File: src/design/lsm_pkg.sv
package lsm_pkg;

  localparam int unsigned MaxPointsDef = 64;
  localparam int unsigned MaxRingsDef  = 21;

  localparam int unsigned PointXW = 9;
  localparam int unsigned PointYW = 8;
  localparam int unsigned CountW  = 7;
  localparam int unsigned RingW   = 5;
  localparam int unsigned StepW   = 16;
  localparam int unsigned IndexW  = 11;
  localparam int unsigned CoordW  = 18;
  localparam int unsigned AccW    = 36;
  localparam int unsigned CfgIdxW = 3;
  localparam int unsigned CfgW    = 16;

  // register indexes on the config port
  localparam logic [CfgIdxW-1:0] CFG_POINT_COUNT = 3'd0;
  localparam logic [CfgIdxW-1:0] CFG_RING_COUNT  = 3'd1;
  localparam logic [CfgIdxW-1:0] CFG_COS_STEP    = 3'd2;
  localparam logic [CfgIdxW-1:0] CFG_SIN_STEP    = 3'd3;
  localparam logic [CfgIdxW-1:0] CFG_CENTER_X    = 3'd4;
  localparam logic [CfgIdxW-1:0] CFG_CENTER_Y    = 3'd5;

  localparam logic [CountW-1:0]  RST_POINT_COUNT = 7'd8;
  localparam logic [RingW-1:0]   RST_RING_COUNT  = 5'd8;
  localparam logic [StepW-1:0]   RST_COS_STEP    = 16'd23226;
  localparam logic [StepW-1:0]   RST_SIN_STEP    = 16'd23114;
  localparam logic [PointXW-1:0] RST_CENTER_X    = 9'd159;
  localparam logic [PointYW-1:0] RST_CENTER_Y    = 8'd119;

  localparam logic KIND_VERTEX   = 1'b0;
  localparam logic KIND_TRIANGLE = 1'b1;

  localparam logic signed [AccW-1:0] ROUND_HALF = 36'sd16384;

  // floor of acc / 2^15, clamped to the coordinate range
  function automatic logic signed [CoordW-1:0] sat_q15(input logic signed [AccW-1:0] acc);
    logic signed [AccW-16:0] sh;
    sh = (AccW-15)'(acc >>> 15);
    if (sh > 21'sd131071) begin
      sat_q15 = 18'sd131071;
    end else if (sh < -21'sd131072) begin
      sat_q15 = -18'sd131072;
    end else begin
      sat_q15 = CoordW'(sh);
    end
  endfunction

endpackage

File: src/design/lsm_intf.sv
interface lsm_in_if
  import lsm_pkg::*;
();
  logic               valid;
  logic               ready;
  logic [PointXW-1:0] point_x;
  logic [PointYW-1:0] point_y;

  modport source (output valid, point_x, point_y, input ready);
  modport sink   (input valid, point_x, point_y, output ready);
endinterface

interface lsm_out_if
  import lsm_pkg::*;
();
  logic                     valid;
  logic                     ready;
  logic                     item_kind;
  logic [IndexW-1:0]        vertex_index;
  logic signed [CoordW-1:0] coord_x;
  logic signed [CoordW-1:0] coord_y;
  logic signed [CoordW-1:0] coord_z;
  logic [IndexW-1:0]        corner_a;
  logic [IndexW-1:0]        corner_b;
  logic [IndexW-1:0]        corner_c;
  logic                     run_last;

  modport source (output valid, item_kind, vertex_index, coord_x, coord_y, coord_z,
                  corner_a, corner_b, corner_c, run_last, input ready);
  modport sink   (input valid, item_kind, vertex_index, coord_x, coord_y, coord_z,
                  corner_a, corner_b, corner_c, run_last, output ready);
endinterface

File: src/design/lathe_surface_mesh_generator.sv
// channel   | dir | payload
// ----------+-----+--------------------------------------------------------------
// in_i      | in  | point_x, point_y: one profile point per beat
// out_o     | out | item_kind, vertex_index, coord_x/y/z, corner_a/b/c, run_last
// cfg port  | in  | cfg_we_i, cfg_idx_i, cfg_data_i: one register write per cycle
//
// A point emits a vertex beat per ring plus a closing vertex, then, unless it is the
// first point of an outline, two triangle beats per ring; any beat waits while the sink holds ready low.
// Each ring runs four products plus a saturate step on the single 18x16
// multiplier-accumulator, then hands over the vertex beat.
// in_i is ready only while no point is in work; out_o holds its beat until taken.
// rst_ni clears the point counter and loads the register defaults.
module lathe_surface_mesh_generator
  import lsm_pkg::*;
#(
  parameter int unsigned MAX_POINTS = MaxPointsDef,
  parameter int unsigned MAX_RINGS  = MaxRingsDef
) (
  input  logic               clk_i,
  input  logic               rst_ni,
  input  logic               cfg_we_i,
  input  logic [CfgIdxW-1:0] cfg_idx_i,
  input  logic [CfgW-1:0]    cfg_data_i,
  lsm_in_if.sink             in_i,
  lsm_out_if.source          out_o
);

  localparam int unsigned PnW = (MAX_POINTS > 2) ? $clog2(MAX_POINTS) : 1;
  localparam int unsigned RcW = $clog2(MAX_RINGS + 1);
  localparam logic [CountW-1:0] MaxP = CountW'(MAX_POINTS);
  localparam logic [RingW-1:0]  MaxR = RingW'(MAX_RINGS);

  localparam logic [2:0] PH_X_COS  = 3'd0;
  localparam logic [2:0] PH_Y_SIN  = 3'd1;
  localparam logic [2:0] PH_Y_COS  = 3'd2;
  localparam logic [2:0] PH_X_SIN  = 3'd3;
  localparam logic [2:0] PH_FINISH = 3'd4;

  typedef enum logic [2:0] {
    ST_IDLE,
    ST_ROT,
    ST_VOUT,
    ST_COPY,
    ST_TRI
  } state_e;

  // configuration registers
  logic [CountW-1:0]  point_count_q;
  logic [RingW-1:0]   ring_count_q;
  logic [StepW-1:0]   cos_step_q;
  logic [StepW-1:0]   sin_step_q;
  logic [PointXW-1:0] center_x_q;
  logic [PointYW-1:0] center_y_q;

  always_ff @(posedge clk_i or negedge rst_ni) begin
    if (!rst_ni) begin
      point_count_q <= RST_POINT_COUNT;
      ring_count_q  <= RST_RING_COUNT;
      cos_step_q    <= RST_COS_STEP;
      sin_step_q    <= RST_SIN_STEP;
      center_x_q    <= RST_CENTER_X;
      center_y_q    <= RST_CENTER_Y;
    end else if (cfg_we_i) begin
      case (cfg_idx_i)
        CFG_POINT_COUNT: point_count_q <= cfg_data_i[CountW-1:0];
        CFG_RING_COUNT:  ring_count_q  <= cfg_data_i[RingW-1:0];
        CFG_COS_STEP:    cos_step_q    <= cfg_data_i[StepW-1:0];
        CFG_SIN_STEP:    sin_step_q    <= cfg_data_i[StepW-1:0];
        CFG_CENTER_X:    center_x_q    <= cfg_data_i[PointXW-1:0];
        CFG_CENTER_Y:    center_y_q    <= cfg_data_i[PointYW-1:0];
        default: ;
      endcase
    end
  end

  state_e                   state_q;
  logic [2:0]               phase_q;
  logic [PnW-1:0]           point_number_q;
  logic [PnW-1:0]           pn_q;
  logic [CountW-1:0]        p_q;
  logic [RingW-1:0]         r_q;
  logic [RcW-1:0]           ring_q;
  logic                     sub_q;
  logic [IndexW-1:0]        base_q;
  logic signed [CoordW-1:0] x_q, y_q, z_q, nx_q, x0_q, y0_q;
  logic signed [AccW-1:0]   acc_q;

  logic                     out_valid_q;
  logic                     kind_q;
  logic [IndexW-1:0]        vidx_q;
  logic signed [CoordW-1:0] ox_q, oy_q, oz_q;
  logic [IndexW-1:0]        ca_q, cb_q, cc_q;
  logic                     last_q;

  // clamp counts and point number at accept time
  logic [CountW-1:0]  p_clamp;
  logic [RingW-1:0]   r_clamp;
  logic [PnW-1:0]     pn_clamp;
  logic [CountW-1:0]  pn_next;
  logic signed [9:0]  rad_diff;
  logic signed [8:0]  hgt_diff;

  always_comb begin
    if (point_count_q < 7'd2) begin
      p_clamp = 7'd2;
    end else if (point_count_q > MaxP) begin
      p_clamp = MaxP;
    end else begin
      p_clamp = point_count_q;
    end
    if (ring_count_q == 5'd0) begin
      r_clamp = 5'd1;
    end else if (ring_count_q > MaxR) begin
      r_clamp = MaxR;
    end else begin
      r_clamp = ring_count_q;
    end
    pn_clamp = (CountW'(point_number_q) >= p_clamp) ? '0 : point_number_q;
    pn_next  = CountW'(pn_clamp) + 7'd1;
    rad_diff = $signed({1'b0, in_i.point_x}) - $signed({1'b0, center_x_q});
    hgt_diff = $signed({1'b0, in_i.point_y}) - $signed({1'b0, center_y_q});
  end

  // shared multiplier-accumulator
  logic signed [CoordW-1:0]     mul_a;
  logic signed [StepW-1:0]      mul_b;
  logic signed [CoordW+StepW-1:0] prod;
  logic signed [AccW-1:0]       prod_x;
  logic signed [AccW-1:0]       acc_d;
  logic signed [CoordW-1:0]     acc_sat;

  always_comb begin
    mul_a = ((phase_q == PH_Y_SIN) || (phase_q == PH_Y_COS)) ? y_q : x_q;
    mul_b = ((phase_q == PH_X_COS) || (phase_q == PH_Y_COS)) ?
            $signed(cos_step_q) : $signed(sin_step_q);
    prod   = mul_a * mul_b;
    prod_x = AccW'(prod);
    case (phase_q)
      PH_X_COS, PH_Y_COS: acc_d = prod_x + ROUND_HALF;
      PH_Y_SIN:           acc_d = acc_q - prod_x;
      PH_X_SIN:           acc_d = acc_q + prod_x;
      default:            acc_d = acc_q;
    endcase
    acc_sat = sat_q15(acc_q);
  end

  logic              last_ring;
  logic [IndexW-1:0] tri_c;
  logic [IndexW-1:0] p_ext;
  logic [IndexW-1:0] pn_ext;

  always_comb begin
    last_ring = (RingW'(ring_q) == (r_q - 5'd1));
    p_ext     = IndexW'(p_q);
    pn_ext    = IndexW'(pn_q);
    tri_c     = base_q + pn_ext - 11'd1;
  end

  always_ff @(posedge clk_i or negedge rst_ni) begin
    if (!rst_ni) begin
      state_q        <= ST_IDLE;
      phase_q        <= PH_X_COS;
      point_number_q <= '0;
      pn_q           <= '0;
      p_q            <= '0;
      r_q            <= '0;
      ring_q         <= '0;
      sub_q          <= 1'b0;
      base_q         <= '0;
      x_q            <= '0;
      y_q            <= '0;
      z_q            <= '0;
      nx_q           <= '0;
      x0_q           <= '0;
      y0_q           <= '0;
      acc_q          <= '0;
      out_valid_q    <= 1'b0;
      kind_q         <= KIND_VERTEX;
      vidx_q         <= '0;
      ox_q           <= '0;
      oy_q           <= '0;
      oz_q           <= '0;
      ca_q           <= '0;
      cb_q           <= '0;
      cc_q           <= '0;
      last_q         <= 1'b0;
    end else begin
      case (state_q)
        ST_IDLE: begin
          if (in_i.valid) begin
            p_q     <= p_clamp;
            r_q     <= r_clamp;
            pn_q    <= pn_clamp;
            point_number_q <= (pn_next >= p_clamp) ? '0 : PnW'(pn_next);
            x_q     <= '0;
            y_q     <= {rad_diff, 8'd0};
            z_q     <= {hgt_diff[8], hgt_diff, 8'd0};
            ring_q  <= '0;
            base_q  <= '0;
            phase_q <= PH_X_COS;
            state_q <= ST_ROT;
          end
        end
        ST_ROT: begin
          acc_q <= acc_d;
          if (phase_q == PH_Y_COS) begin
            nx_q <= acc_sat;
          end
          if (phase_q == PH_FINISH) begin
            x_q <= nx_q;
            y_q <= acc_sat;
            if (ring_q == '0) begin
              x0_q <= nx_q;
              y0_q <= acc_sat;
            end
            out_valid_q <= 1'b1;
            kind_q      <= KIND_VERTEX;
            vidx_q      <= base_q + pn_ext;
            ox_q        <= nx_q;
            oy_q        <= acc_sat;
            oz_q        <= z_q;
            ca_q        <= '0;
            cb_q        <= '0;
            cc_q        <= '0;
            last_q      <= 1'b0;
            state_q     <= ST_VOUT;
          end else begin
            phase_q <= phase_q + 3'd1;
          end
        end
        ST_VOUT: begin
          if (out_o.ready) begin
            if (last_ring) begin
              // closing ring repeats ring 0
              vidx_q  <= base_q + p_ext + pn_ext;
              ox_q    <= x0_q;
              oy_q    <= y0_q;
              last_q  <= (pn_q == '0);
              state_q <= ST_COPY;
            end else begin
              out_valid_q <= 1'b0;
              ring_q      <= ring_q + 1'b1;
              base_q      <= base_q + p_ext;
              phase_q     <= PH_X_COS;
              state_q     <= ST_ROT;
            end
          end
        end
        ST_COPY: begin
          if (out_o.ready) begin
            if (pn_q == '0) begin
              out_valid_q <= 1'b0;
              state_q     <= ST_IDLE;
            end else begin
              ring_q  <= '0;
              sub_q   <= 1'b0;
              base_q  <= '0;
              kind_q  <= KIND_TRIANGLE;
              vidx_q  <= '0;
              ox_q    <= '0;
              oy_q    <= '0;
              oz_q    <= '0;
              ca_q    <= pn_ext - 11'd1;
              cb_q    <= pn_ext;
              cc_q    <= pn_ext + p_ext;
              last_q  <= 1'b0;
              state_q <= ST_TRI;
            end
          end
        end
        ST_TRI: begin
          if (out_o.ready) begin
            if (sub_q) begin
              if (last_ring) begin
                out_valid_q <= 1'b0;
                state_q     <= ST_IDLE;
              end else begin
                // first triangle of the next ring
                ring_q <= ring_q + 1'b1;
                base_q <= base_q + p_ext;
                sub_q  <= 1'b0;
                ca_q   <= tri_c + p_ext;
                cb_q   <= tri_c + p_ext + 11'd1;
                cc_q   <= tri_c + p_ext + p_ext + 11'd1;
              end
            end else begin
              sub_q  <= 1'b1;
              ca_q   <= tri_c;
              cb_q   <= tri_c + p_ext + 11'd1;
              cc_q   <= tri_c + p_ext;
              last_q <= last_ring;
            end
          end
        end
        default: state_q <= ST_IDLE;
      endcase
    end
  end

  assign in_i.ready         = (state_q == ST_IDLE);
  assign out_o.valid        = out_valid_q;
  assign out_o.item_kind    = kind_q;
  assign out_o.vertex_index = vidx_q;
  assign out_o.coord_x      = ox_q;
  assign out_o.coord_y      = oy_q;
  assign out_o.coord_z      = oz_q;
  assign out_o.corner_a     = ca_q;
  assign out_o.corner_b     = cb_q;
  assign out_o.corner_c     = cc_q;
  assign out_o.run_last     = last_q;

endmodule

File: src/flat_wrapper.sv
// flat-port wrapper written by rule: the top's interface ports become plain ports
module lathe_surface_mesh_generator_flat import lsm_pkg::*;
#(
  parameter int unsigned MAX_POINTS = MaxPointsDef,
  parameter int unsigned MAX_RINGS  = MaxRingsDef
)
  (clk_i, rst_ni, cfg_we_i, cfg_idx_i, cfg_data_i, in_i_valid, in_i_point_x, in_i_point_y, in_i_ready, out_o_valid, out_o_item_kind, out_o_vertex_index, out_o_coord_x, out_o_coord_y, out_o_coord_z, out_o_corner_a, out_o_corner_b, out_o_corner_c, out_o_run_last, out_o_ready);
  lsm_in_if in_i_i ();
  lsm_out_if out_o_i ();
  input  logic clk_i;
  input  logic rst_ni;
  input  logic cfg_we_i;
  input  logic [CfgIdxW-1:0] cfg_idx_i;
  input  logic [CfgW-1:0] cfg_data_i;
  input wire logic [$bits(in_i_i.valid)-1:0] in_i_valid;
  input wire logic [$bits(in_i_i.point_x)-1:0] in_i_point_x;
  input wire logic [$bits(in_i_i.point_y)-1:0] in_i_point_y;
  output wire logic [$bits(in_i_i.ready)-1:0] in_i_ready;
  output wire logic [$bits(out_o_i.valid)-1:0] out_o_valid;
  output wire logic [$bits(out_o_i.item_kind)-1:0] out_o_item_kind;
  output wire logic [$bits(out_o_i.vertex_index)-1:0] out_o_vertex_index;
  output wire logic [$bits(out_o_i.coord_x)-1:0] out_o_coord_x;
  output wire logic [$bits(out_o_i.coord_y)-1:0] out_o_coord_y;
  output wire logic [$bits(out_o_i.coord_z)-1:0] out_o_coord_z;
  output wire logic [$bits(out_o_i.corner_a)-1:0] out_o_corner_a;
  output wire logic [$bits(out_o_i.corner_b)-1:0] out_o_corner_b;
  output wire logic [$bits(out_o_i.corner_c)-1:0] out_o_corner_c;
  output wire logic [$bits(out_o_i.run_last)-1:0] out_o_run_last;
  input wire logic [$bits(out_o_i.ready)-1:0] out_o_ready;
  assign in_i_i.valid = in_i_valid;
  assign in_i_i.point_x = in_i_point_x;
  assign in_i_i.point_y = in_i_point_y;
  assign in_i_ready = in_i_i.ready;
  assign out_o_valid = out_o_i.valid;
  assign out_o_item_kind = out_o_i.item_kind;
  assign out_o_vertex_index = out_o_i.vertex_index;
  assign out_o_coord_x = out_o_i.coord_x;
  assign out_o_coord_y = out_o_i.coord_y;
  assign out_o_coord_z = out_o_i.coord_z;
  assign out_o_corner_a = out_o_i.corner_a;
  assign out_o_corner_b = out_o_i.corner_b;
  assign out_o_corner_c = out_o_i.corner_c;
  assign out_o_run_last = out_o_i.run_last;
  assign out_o_i.ready = out_o_ready;
  lathe_surface_mesh_generator #(.MAX_POINTS(MAX_POINTS), .MAX_RINGS(MAX_RINGS)) u_core (.clk_i(clk_i), .rst_ni(rst_ni), .cfg_we_i(cfg_we_i), .cfg_idx_i(cfg_idx_i), .cfg_data_i(cfg_data_i), .in_i(in_i_i), .out_o(out_o_i));
endmodule
File: config.mk
export PLATFORM = sky130hd
export DESIGN_NAME = lathe_surface_mesh_generator_flat
export DESIGN_NICKNAME = d
export VERILOG_FILES = /design/src/design/lsm_pkg.sv /design/src/design/lsm_intf.sv /design/src/design/lathe_surface_mesh_generator.sv /design/src/flat_wrapper.sv
export SDC_FILE = /design/constraint.sdc
export NUM_CORES = 2
export LEC_CHECK = 0
export BUFFER_PORTS_ARGS = -buffer_cell sky130_fd_sc_hd__buf_2
export CAP_MARGIN = 20
export CELL_PAD_IN_SITES_DETAIL_PLACEMENT = 0
export CELL_PAD_IN_SITES_GLOBAL_PLACEMENT = 1
export CORE_MARGIN = 2
export CORE_UTILIZATION = 40
export CTS_CLUSTER_SIZE = 30
export DETAILED_ROUTE_END_ITERATION = 12
export PLACE_DENSITY_LB_ADDON = 0.1
export SETUP_SLACK_MARGIN = 0.3
export SYNTH_ARGS = -nofsm -noshare
export SYNTH_HDL_FRONTEND = slang
export SYNTH_SLANG_ARGS = --single-unit
File: constraint.sdc
create_clock -name clk_i -period 13.2 [get_ports clk_i]
set_clock_uncertainty 0.1 [all_clocks]
set_input_delay 2.64 -clock clk_i [delete_from_list [all_inputs] [get_ports clk_i]]
set_output_delay 2.64 -clock clk_i [all_outputs]
set_load 0.1 [all_outputs]
; After elaboration in Yosys (flattened, before gate mapping)
; Index checks and enable logic that the tools add are counted.
[totals]
register_bits = 344
elab_cells = 230
output_inout_bits = 102
in_bits = 41
[op_classes]
addsub = 19
multipliers = 1
magnitude_cmp = 7
n_reduce_logical = 38
muxes = 105
n_eq_ne = 28
[op_table]
columns = op, n
row1 = two-way mux 11 bit, 26
row2 = two-way mux 18 bit, 14
row3 = one-hot mux 11 bit (3 select lines), 4
row4 = one-hot mux 18 bit (2 select lines), 3
row5 = one-hot mux 18 bit (3 select lines), 2
row6 = one-hot mux 36 bit (3 select lines), 1
row7 = two-way mux 5 bit, 9
row8 = one-hot mux 11 bit (4 select lines), 1
row9 = adder 36 x 34 -> 36 bit, 1
row10 = two-way mux 3 bit, 12
row11 = subtractor 36 x 34 -> 36 bit, 1
row12 = adder 34 x 16 -> 35 bit (second input constant), 1
row13 = multiplier 18 x 16 -> 34 bit, 1
row14 = adder 11 x 7 -> 11 bit, 3
row15 = adder 11 x 1 -> 11 bit (second input constant), 2
row16 = adder 11 x 6 -> 11 bit, 2
row17 = greater-than comparator 21 x 18 -> 1 bit (second input constant), 1
row18 = less-than comparator 21 x 18 -> 1 bit (second input constant), 1
row19 = two-way mux 1 bit, 20
row20 = one-hot mux 5 bit (4 select lines), 1
row21 = == test 3 x 2 -> 1 bit (second input constant), 6
row22 = AND reduction 2 bit, 9
row23 = two-way mux 16 bit, 1
row24 = != test 2 bit (second input constant), 8
row25 = 41 further kinds, 68

; Longest topological paths before layout
[logic_depth]
word_depth = 9
depth_mapped = 44
depth_no_buf = 41

; Least setup slack after synthesis
; OpenSTA, ideal clock, no wires.
[synth_path]
path_type = register to register
start = register u_core.phase_q[0]
end = register u_core.acc_q[35]
required_time_ps = 13006
stages_incl_launch_ff = 41
period_less_slack_ps = 11067
arrival_ps = 10873
setup_ps = 94
setup_slack_ps = 2133
n_path_buf = 2
path_cell_list = dfrtp_1 > inv_1 > ha_1 > o21ai_1 > clkbuf_1 > buf_1 > mux2i_1 > nor2_1 > fa_1 > inv_1 > fa_1 > fa_1 > inv_1 > fa_1 > fa_1 > inv_1 > fa_1 > inv_1 > (+5 left out) > mux2i_1 > nand4_2 > nor4_2 > nand2_1 > nor2_1 > a21oi_1 > xor2_1 > ha_1 > a21o_1 > a21o_1 > a221o_1 > a41oi_1 > o21a_1 > o21ai_0 > a31oi_1 > xnor2_1 > mux2_4 > a221oi_2
[synth_between]
elab_chain_cells = 6
word_cells_on_any_way = 16
classes_between = 3 x add/sub / 1 x mul / 3 x eq/ne / 3 x mux / 6 x reduce/logical
[synth_rtl]
columns = item, line
row1 = start: declaration, lathe_surface_mesh_generator.sv:77  ; logic [2:0] phase_q;
row2 = start signal: assignment, lathe_surface_mesh_generator.sv:228  ; phase_q <= phase_q + 3'd1;
row3 = "== test 3 x 1 -> 1 bit, or another cell as far along", "lathe_surface_mesh_generator.sv:133, lathe_surface_mesh_generator.sv:138"
row4 = "logical OR 1 bit, on equally long branches", "lathe_surface_mesh_generator.sv:133, lathe_surface_mesh_generator.sv:134"
row5 = two-way mux 18 bit or two-way mux 16 bit (tied branches), "lathe_surface_mesh_generator.sv:133, lathe_surface_mesh_generator.sv:134"
row6 = multiplier 18 x 16 -> 34 bit, lathe_surface_mesh_generator.sv:136  ; prod = mul_a * mul_b;
row7 = "adder 36 x 34 -> 36 bit, or another cell as far along", lathe_surface_mesh_generator.sv:141  ; PH_X_SIN: acc_d = acc_q + prod_x;
row8 = one-hot mux 36 bit (3 select lines), lathe_surface_mesh_generator.sv:138  ; case (phase_q)
row9 = end signal: assignment, lathe_surface_mesh_generator.sv:176  ; acc_q <= '0;
row10 = end signal: assignment, lathe_surface_mesh_generator.sv:205  ; acc_q <= acc_d;
row11 = end: declaration, lathe_surface_mesh_generator.sv:86  ; logic signed [AccW-1:0] acc_q;
; Parallel ways exist; a longest one is shown, timed or not.
; A chain may end at the register's enable or synchronous reset.

; Worst setup path after layout
; Ends and elaborated chain as after synthesis.

==> results by group <==
Route
  • First DRT Iteration DRCs: ~1,400
  • Via count: ~25,000
  • TritonRoute pass-1 iters: 5
  • Average routed wire per standard cell: between 20 and 25 um
  • Vias/cell: 5.29
  • Post-DRT Antenna Nets: 0
  • DRC: 0
  • Post-Route WL: 94.7 mm

Setup path
  • FF-to-FF setup slack: around 1.5 ns
  • Worst r2r src: u_core.phase_q[0]$_DFFE_PN0P_
  • Slowest cell delay on critical path: 0.58 ns
  • CP arrival: 12.06 ns
  • Critical Path RT: 13.60 ns
  • Crit path from: u_core.phase_q[0]$_DFFE_PN0P_
  • Kind of critical path: flop to flop
  • Top delay family on crit path: adder cells
  • Most frequent cell on the critical path: fa_1
  • Crit start category: flop
  • CP Max Fanout: 23
  • CP Capture Type: flop
  • WP buf/inv: 6
  • Worst path slowest cell: mux2i_1

Finish
  • Synthesis-to-finish area growth: 11.3%
  • Design area: about 0.035 sq mm
  • Fraction of layout cells with a size suffix above 1: about an eighth
  • Layout Cells excl Fill: between 4,000 and 5,000
  • Most frequent cells in the layout: nand2_1 (468), inv_1 (425), dfrtp_1 (305)
  • Nets: about 4,200
  • Fillers: just under 8,000
  • Commonest non-fill, non-tap cell in the layout: nand2_1
  • Multi-input logic area: ~0.021 sq mm
  • FF+latch area: roughly 0.0084 sq mm

Place
  • DP Area: between 0.03 and 0.04 sq mm
  • Total placed cells including tap cells: between 4,000 and 5,000
  • RePlAce Congestion: about 0.9
  • Port bufs: 134
  • DP Wirelength: ~75 mm

STA
  • F_max: between 80 and 90 MHz
  • Setup TNS: 0 ns
  • Slew @ Worst Pin: 1.11 ns
  • Endpoints failing setup: 0
  • RSZ-0062 raised after global routing: no
  • Hold Fails Final Rpt: 0
  • Slew Limit Fails: 0
  • Worst hold slack: ~0.37 ns
  • Min Tclk post-route: 11.67 ns
  • Relative slew slack: 24.0%
  • Tcrit/Tclk final: 88.4%

CTS
  • Clock Pin Slew Worst Setup and Hold Paths: around 0.06 ns
  • Post-CTS Hold Buffers: 0
  • H-Tree Depth: 2
  • Resize count post-CTS: 0
  • CTS tree: yes
  • Skew-Pair Late Insertion Delay: 0.61 ns
  • CTS Buf Count: 43
  • Clk sink count: roughly 340
  • # Post-CTS Setup Buffers: 0
  • Root Buffer: clkbuf_16
  • Clock Tree Buf Depth: 3

GRT
  • Tot GR Track Use: between 20% and 30%
  • Antenna violations before repair: 0
  • Grt ovf: 0
  • First-pass GRT wire length: 152 mm
  • Pin count of the biggest net entering global routing: 95
  • Number of global-route vias before repair: around 26,000

Synthesis
  • Count of state elements after synthesis: between 300 and 400
  • Distinct cells, synth: approximately 100
  • Post-synth ARST share: 100%
  • Synth Warn #: 0
  • Number of enable flip-flop cells after synthesis: 0
  • Synthesized instance count: 3,540
  • Fraction of the yosys area taken by sequential cells: a little over a quarter
  • Post-Syn Area: roughly 0.032 sq mm
  • Main synth FF type: dfrtp_1
  • Syn Area/Cell: about 9.0 sq um

Flow run
  • Max cap viols: 0

Floorplan
  • Core Rows: just over 100
  • CORE AREA: 0.0789 sq mm
  • DIE HEIGHT: between 200 and 300 um
  • Initial core utilization: 40.3%
  • Die width: 286 um
  • IO Count: 143
  • Die Area: approximately 0.082 sq mm

Hold path
  • Worst Hold Launch: u_core.out_o.coord_z[11]$_DFFE_PN0P_
  • Hold WC Path Type: flop to flop

Status
  • Status: complete, no violations
==> area by class of cell <==
type / instances / area share, %
Inverter: 427 / 4.53
Multi-Input combinational cell: 2643 / 60.2
Clock inverter: 22 / 0.937
Sequential cell: 335 / 23.8
Clock buffer: 57 / 3.50
Timing Repair Buffer: 195 / 3.36
Tap cell: 1050 / 3.71
Antenna cell: 1 / 0.00707
==> worst reg2reg max path, delay by kind of cell (launching register included) <==
family | cells | cell delay [ns]
buffers and inverters | 6 | 0.73
multiplexers | 3 | 1.37
AND/OR/NAND/NOR | 5 | 1.13
adder cells (fa/ha/maj) | 9 | 4.14
AO/OA/AOI/OAI | 14 | 3.38
flip-flops | 1 | 0.42
XOR/XNOR | 2 | 0.36
==> synthesized netlist by cell type (29+ instances only) <==
cell type / number / area share, %
xor2_1: 71 / 2.0
ha_1: 210 / 8.3
xnor2_1: 134 / 3.7
nor3_1: 35 / 0.55
nand3_1: 63 / 0.99
dfrtp_1: 305 / 24
mux2i_1: 46 / 1.4
nor2b_1: 29 / 0.57
nand2b_1: 29 / 0.57
nand2_1: 471 / 5.6
dfstp_2: 30 / 2.5
o21ai_0: 276 / 4.3
a21o_1: 63 / 1.5
nor2_1: 292 / 3.4
fa_1: 299 / 19
a22oi_1: 36 / 0.85
a21oi_1: 181 / 2.8
mux2_2: 105 / 3.7
inv_1: 425 / 5.0
clkbuf_1: 107 / 1.3
==> flip-flops by register name, summed over array words and instances (netlist names), 11 cells and up <==
name and flops:
u_core.acc_q 36, u_core.base_q 11, u_core.cos_step_q 16, u_core.nx_q 18
u_core.out_o.coord_x 18, u_core.out_o.coord_y 18, u_core.out_o.corner_a 11, u_core.out_o.corner_b 11
u_core.out_o.corner_c 11, u_core.out_o.vertex_index 11, u_core.sin_step_q 16, u_core.x0_q 18
u_core.x_q 18, u_core.y0_q 18, u_core.y_q 18
==> kinds of logic (layout without fill, tap and decap cells) <==
| kind of cell | after synthesis | after routing | synth area share [%] |
|---|---|---|---|
| flip-flops | 335 | 335 | 26.5 |
| AND/OR/NAND/NOR | 1034 | 1034 | 14.3 |
| AO/OA/AOI/OAI | 731 | 731 | 14.2 |
| buffers and inverters | 569 | 701 | 6.86 |
| adder cells (fa/ha/maj) | 509 | 509 | 27.1 |
| XOR/XNOR | 208 | 208 | 5.82 |
| other | 1 | 9 | 0.0118 |
| multiplexers | 153 | 153 | 5.26 |
==> final timing paths <==
check | endpoint | depth (start not counted)
max | u_core.acc_q[35]$_DFFE_PN0P_ | 39
min | u_core.out_o.coord_z[11]$_DFFE_PN0P_ | 2
max reg2reg | u_core.acc_q[35]$_DFFE_PN0P_ | 39
min reg2reg | u_core.out_o.coord_z[11]$_DFFE_PN0P_ | 2
max in group asynchronous | u_core.acc_q[8]$_DFFE_PN0P_ | 3
min in group asynchronous | u_core.out_o.coord_z[12]$_DFFE_PN0P_ | 1
==> routing by layer <==
| layer | vias up | global-route usage, % | part of all wire (%) |
|---|---|---|---|
| met5 | - | 0 | 0 |
| met4 | 0 | 6.60 | 2.7 |
| met3 | 113 | 2.50 | 3.8 |
| met2 | 518 | 42.9 | 51 |
| met1 | 12500 | 30.3 | 42 |
| li1 | 11900 | - | - |
==> metrics by stage <==
stage | util, % | setup WS, ns
CTS | 44.8 | 1.58
floorplan | - | 2.13
global route | 44.9 | 0.940
finish | 44.9 | 1.53
detailed placement | 42.8 | 1.60
global placement | 42.8 | 1.75
Power is left out: the tool's default activity adds up to more than one toggle a clock period on the data nets, which glitch-free logic cannot reach.
